### src/sv/tcc_pkg.sv
// ----------------------------------------------------------------------------
// tcc_pkg: shared constants for the tetrahedron circumcentre pipeline
// Default coordinate width, multiplier slice width and status codes.
// ----------------------------------------------------------------------------
`default_nettype none

package tcc_pkg;

  localparam int COORD_WIDTH_DEF = 32;
  localparam int MUL_CHUNK       = 32;
  localparam int STATUS_W        = 2;

  localparam logic [STATUS_W-1:0] STATUS_OK    = 2'd0;
  localparam logic [STATUS_W-1:0] STATUS_DEGEN = 2'd1;
  localparam logic [STATUS_W-1:0] STATUS_SAT   = 2'd2;

endpackage

`default_nettype wire

### src/sv/tcc_mul.sv
// ----------------------------------------------------------------------------
// tcc_mul: pipelined signed multiplier
// Slices both operands, forms slice products, then row sums, then the total.
// Three register stages.
// ----------------------------------------------------------------------------
`default_nettype none

module tcc_mul import tcc_pkg::*; #(
  parameter int AW = 33,
  parameter int BW = 33,
  parameter int CH = MUL_CHUNK
) (
  input  logic                 clk,
  input  logic                 en,
  input  logic signed [AW-1:0] a,
  input  logic signed [BW-1:0] b,
  output logic signed [AW+BW-1:0] p
);

  localparam int NA  = (AW + CH - 1) / CH;
  localparam int NB  = (BW + CH - 1) / CH;
  localparam int RW  = AW + BW;
  localparam int AXW = NA * CH;
  localparam int BXW = NB * CH;

  logic signed [AXW-1:0]  ax;
  logic signed [BXW-1:0]  bx;
  logic signed [CH:0]     ac [NA];
  logic signed [CH:0]     bc [NB];
  logic signed [2*CH+1:0] pp [NA][NB];
  logic signed [RW-1:0]   rsum [NA];
  logic signed [RW-1:0]   rows [NA];
  logic signed [RW-1:0]   total;

  assign ax = AXW'(a);
  assign bx = BXW'(b);

  always_comb begin
    for (int i = 0; i < NA; i++) begin
      if (i == NA - 1) begin
        ac[i] = $signed({ax[i*CH+CH-1], ax[i*CH +: CH]});
      end else begin
        ac[i] = $signed({1'b0, ax[i*CH +: CH]});
      end
    end
    for (int j = 0; j < NB; j++) begin
      if (j == NB - 1) begin
        bc[j] = $signed({bx[j*CH+CH-1], bx[j*CH +: CH]});
      end else begin
        bc[j] = $signed({1'b0, bx[j*CH +: CH]});
      end
    end
  end

  always_ff @(posedge clk) begin
    if (en) begin
      for (int i = 0; i < NA; i++) begin
        for (int j = 0; j < NB; j++) begin
          pp[i][j] <= ac[i] * bc[j];
        end
      end
    end
  end

  always_comb begin
    for (int i = 0; i < NA; i++) begin
      rsum[i] = '0;
      for (int j = 0; j < NB; j++) begin
        rsum[i] = rsum[i] + (RW'(pp[i][j]) <<< (j * CH));
      end
    end
  end

  always_ff @(posedge clk) begin
    if (en) begin
      rows <= rsum;
    end
  end

  always_comb begin
    total = '0;
    for (int i = 0; i < NA; i++) begin
      total = total + (rows[i] <<< (i * CH));
    end
  end

  always_ff @(posedge clk) begin
    if (en) begin
      p <= total;
    end
  end

endmodule

`default_nettype wire

### config.mk
export PLATFORM = sky130hd
export DESIGN_NAME = tcc_mul
export DESIGN_NICKNAME = d
export VERILOG_FILES = /design/src/sv/tcc_pkg.sv /design/src/sv/tcc_mul.sv
export SDC_FILE = /design/constraint.sdc
export NUM_CORES = 2
export LEC_CHECK = 0
export BUFFER_PORTS_ARGS = -buffer_cell sky130_fd_sc_hd__buf_2
export CELL_PAD_IN_SITES_DETAIL_PLACEMENT = 0
export CELL_PAD_IN_SITES_GLOBAL_PLACEMENT = 2
export CORE_AREA = 10 10 296 369
export DETAILED_ROUTE_END_ITERATION = 12
export DIE_AREA = 0 0 306 379
export HOLD_SLACK_MARGIN = 0.03
export PLACE_DENSITY_LB_ADDON = 0.1
export SYNTH_ARGS = -nofsm -noshare
export SYNTH_HDL_FRONTEND = slang
export SYNTH_SLANG_ARGS = --single-unit
### constraint.sdc
create_clock -name clk -period 13.5 [get_ports clk]
set_clock_uncertainty 0.05 [all_clocks]
set_input_delay 2.7 -clock clk [delete_from_list [all_inputs] [get_ports clk]]
set_output_delay 2.7 -clock clk [all_outputs]
set_load 0.02 [all_outputs]
==> results.json <==
{
  "synth-edff-count": 300,
  "ys_dominant_reg_cell": "edfxtp_1",
  "fmax_mhz": 92.5,
  "clk_path_buf_depth": 3,
  "relSlewSlack_pct": 27.3,
  "maxSlewViolCount": 0,
  "grt_util_all_layers_pct": 23.3,
  "cts_made_buffers": 26,
  "core_area_um2": 102000,
  "synth_area_per_cell_um2": 9.96,
  "syn_area_um2": 47500,
  "cts_tree": "done",
  "min_from": "pp[1][70]",
  "crit_top_cell": "fa_1",
  "drt_wl_total_mm": 133,
  "rr_startpoint": "rows[98]",
  "h-tree-depth": 1,
  "final_cell_mix": "898 x inv_1, 898 x fa_1, 635 x and2_1",
  "die_h_um": 379,
  "drive_gt1_share_pct": 5.10,
  "vias_per_cell": 5.31,
  "timing.final.crit_share_pct": 80.1,
  "worst-path-max-fanout": 18,
  "io_buffers": 133,
  "num_vias": 32046,
  "rr_endpoint": "p[58]",
  "post_cts_buffers": 0,
  "final-hold-violation-count": 0,
  "finalCriticalPeriod_ps": 10810,
  "area_delta_synth_final_pct": 5.13,
  "grt_max_degree": 89,
  "synth_cells": 4767,
  "reg2regPathDepth": 12,
  "crit_type": "input pin to flop",
  "async_reset_ff_share_pct": 0,
  "tightestPinTransition_ps": 1090,
  "rows": 131,
  "cp_slowest_cell": "a21oi_1",
  "antenna_found_initial": 5,
  "grt_overflow": 0,
  "setup_viol": 0,
  "max_cap_viol_count": 0,
  "crit_family": "adder cells",
  "crit_arrival_ps": 11090,
  "io_pins": 134,
  "dr.first_iter.drc_count": 1637,
  "path_cells": "buf_2 > buf_4 > and2_1 > fa_1 > fa_1 > inv_1 > fa_1 > fa_1 > inv_1 > fa_1 > fa_1 > fa_1 > inv_1 > fa_1 > inv_1 > ha_1 > nand2_1 > nor2_1 > nand3_1 > a21oi_1 > o21ai_0 > a21oi_1 > a21boi_0 > xnor2_1",
  "cp-start-kind": "input pin",
  "critPathCaptureType": "flop",
  "clk_pin_slew_worst_paths_ps": 60,
  "hold_end": "rows[4]",
  "holdBufCountCts": 0,
  "ys_warn_count": 0,
  "finalWeightedCongestion": 0.869,
  "drt_first_pass_iters": 5,
  "wl_per_cell_um": 22.0,
  "grt_pass1_wl_mm": 208,
  "clockRootBuffer": "clkbuf_16",
  "initial_utilization_pct": 46.6,
  "rsz0062_at_grt": "no",
  "cts.sinks": 300,
  "slowest_delay_ps": 670,
  "rrSetupSlack_ps": 9970,
  "drtAntennaViolNets": 0,
  "synth_seq_cells": 300,
  "hpwl_mm": 106,
  "crit_buf_inv": 6,
  "status": "finished clean",
  "grt_pass1_vias": 35101,
  "n_fill_cell": 9694,
  "whs_path_depth": 0,
  "die_w_um": 306,
  "dieArea_um2": 116000,
  "post_cts_resized": 0,
  "drc_errors": 0,
  "hp-class": "flop to flop",
  "ys_seq_area_share_pct": 19.0,
  "synth_nets": 6064,
  "fin_nets": 5982,
  "tns_ps": 0,
  "worstPathRequired_ps": 13770,
  "yosysUniqueCellTypes": 73,
  "clock_latency_ps": 580
}
## layer usage
layer	global-route usage, %	routed length [um]	vias to the layer above
li1	-	-	14432
met1	28.1	52300	16808
met2	43.2	70100	620
met3	2.00	4770	182
met4	8.13	5300	4
met5	0	14	-
## cell usage after synthesis, drive strengths merged, types with 5 or more instances
| master | instances | area (um^2) |
|---|---|---|
| a211oi | 9 | 67.6 |
| a21boi | 6 | 45.0 |
| a21o | 82 | 616 |
| a21oi | 132 | 661 |
| a31oi | 17 | 106 |
| and2 | 635 | 3970 |
| and3 | 16 | 100 |
| buf | 11 | 55.1 |
| clkbuf | 278 | 1040 |
| edfxtp | 300 | 9010 |
| fa | 898 | 18000 |
| ha | 331 | 4140 |
| inv | 899 | 3370 |
| nand2 | 490 | 1840 |
| nand2b | 32 | 208 |
| nand3 | 37 | 185 |
| nand3b | 5 | 37.5 |
| nand4 | 20 | 125 |
| nor2 | 114 | 428 |
| nor2b | 13 | 81.3 |
| nor3 | 34 | 170 |
| nor3b | 7 | 52.6 |
| nor4 | 20 | 168 |
| o211ai | 11 | 82.6 |
| o21a | 28 | 210 |
| o21ai | 62 | 310 |
| o21bai | 20 | 150 |
| o31a | 5 | 43.8 |
| o31ai | 7 | 52.6 |
| or2 | 7 | 43.8 |
| or3 | 7 | 48.8 |
| or4 | 5 | 45.0 |
| xnor2 | 118 | 1030 |
| xor2 | 53 | 464 |
## kinds of logic (layout without fill, tap and decap cells)
family / Yosys count / in the layout / synth area share [%]
xor+xnor: 171 / 171 / 3.15
simple gates: 1454 / 1454 / 16.1
fa+ha+maj: 1229 / 1229 / 46.6
mux: 3 / 3 / 0.0633
buf+inv: 1188 / 1123 / 9.42
compound gates: 421 / 421 / 5.73
flops: 300 / 300 / 19.0
other cells: 1 / 2 / 0.00790
## cell type report
type | instances | area, um^2 | area share (%)
repair buffers | 179 | 1020 | 2.05
diodes | 1 | 2.50 | 0.00501
well taps | 1330 | 1660 | 3.33
flip-flops and latches | 300 | 9010 | 18.1
multi-input cells | 3279 | 34000 | 68.1
inverters | 899 | 3370 | 6.76
clock inverters | 16 | 185 | 0.371
clock buffers | 29 | 662 | 1.33
## registers in the layout, indices dropped and copies added (netlist names)
name	count
pp	134
rows	100
p	66
## worst max path at each step
stage / startpoint / to / slack [ps] / depth (start not counted)
final: a[22] / pp[0][125] / 2690 / 24
after global placement: a[22] / pp[0][125] / 2250 / 24
after CTS: a[22] / pp[0][125] / 2710 / 24
after floorplan: a[12] / pp[0][122] / 3550 / 26
after global routing: a[22] / pp[0][125] / 2360 / 24
after detailed placement: a[22] / pp[0][125] / 2100 / 24
## stage by stage
stage	instance area (um^2)	hold WS, ps	utilization [%]	setup WS [ps]	cells
floorplan	47500	350	-	3550	4767
global placement	49100	351	48.2	2250	5987
detailed placement	49100	355	48.2	2100	5987
CTS	49900	352	49.0	2710	6032
global route	49900	356	49.0	2360	6032
finish	49900	366	49.0	2690	6033
Power is left out: the tool's default activity adds up to more than one toggle a clock period on the data nets, which glitch-free logic cannot reach.
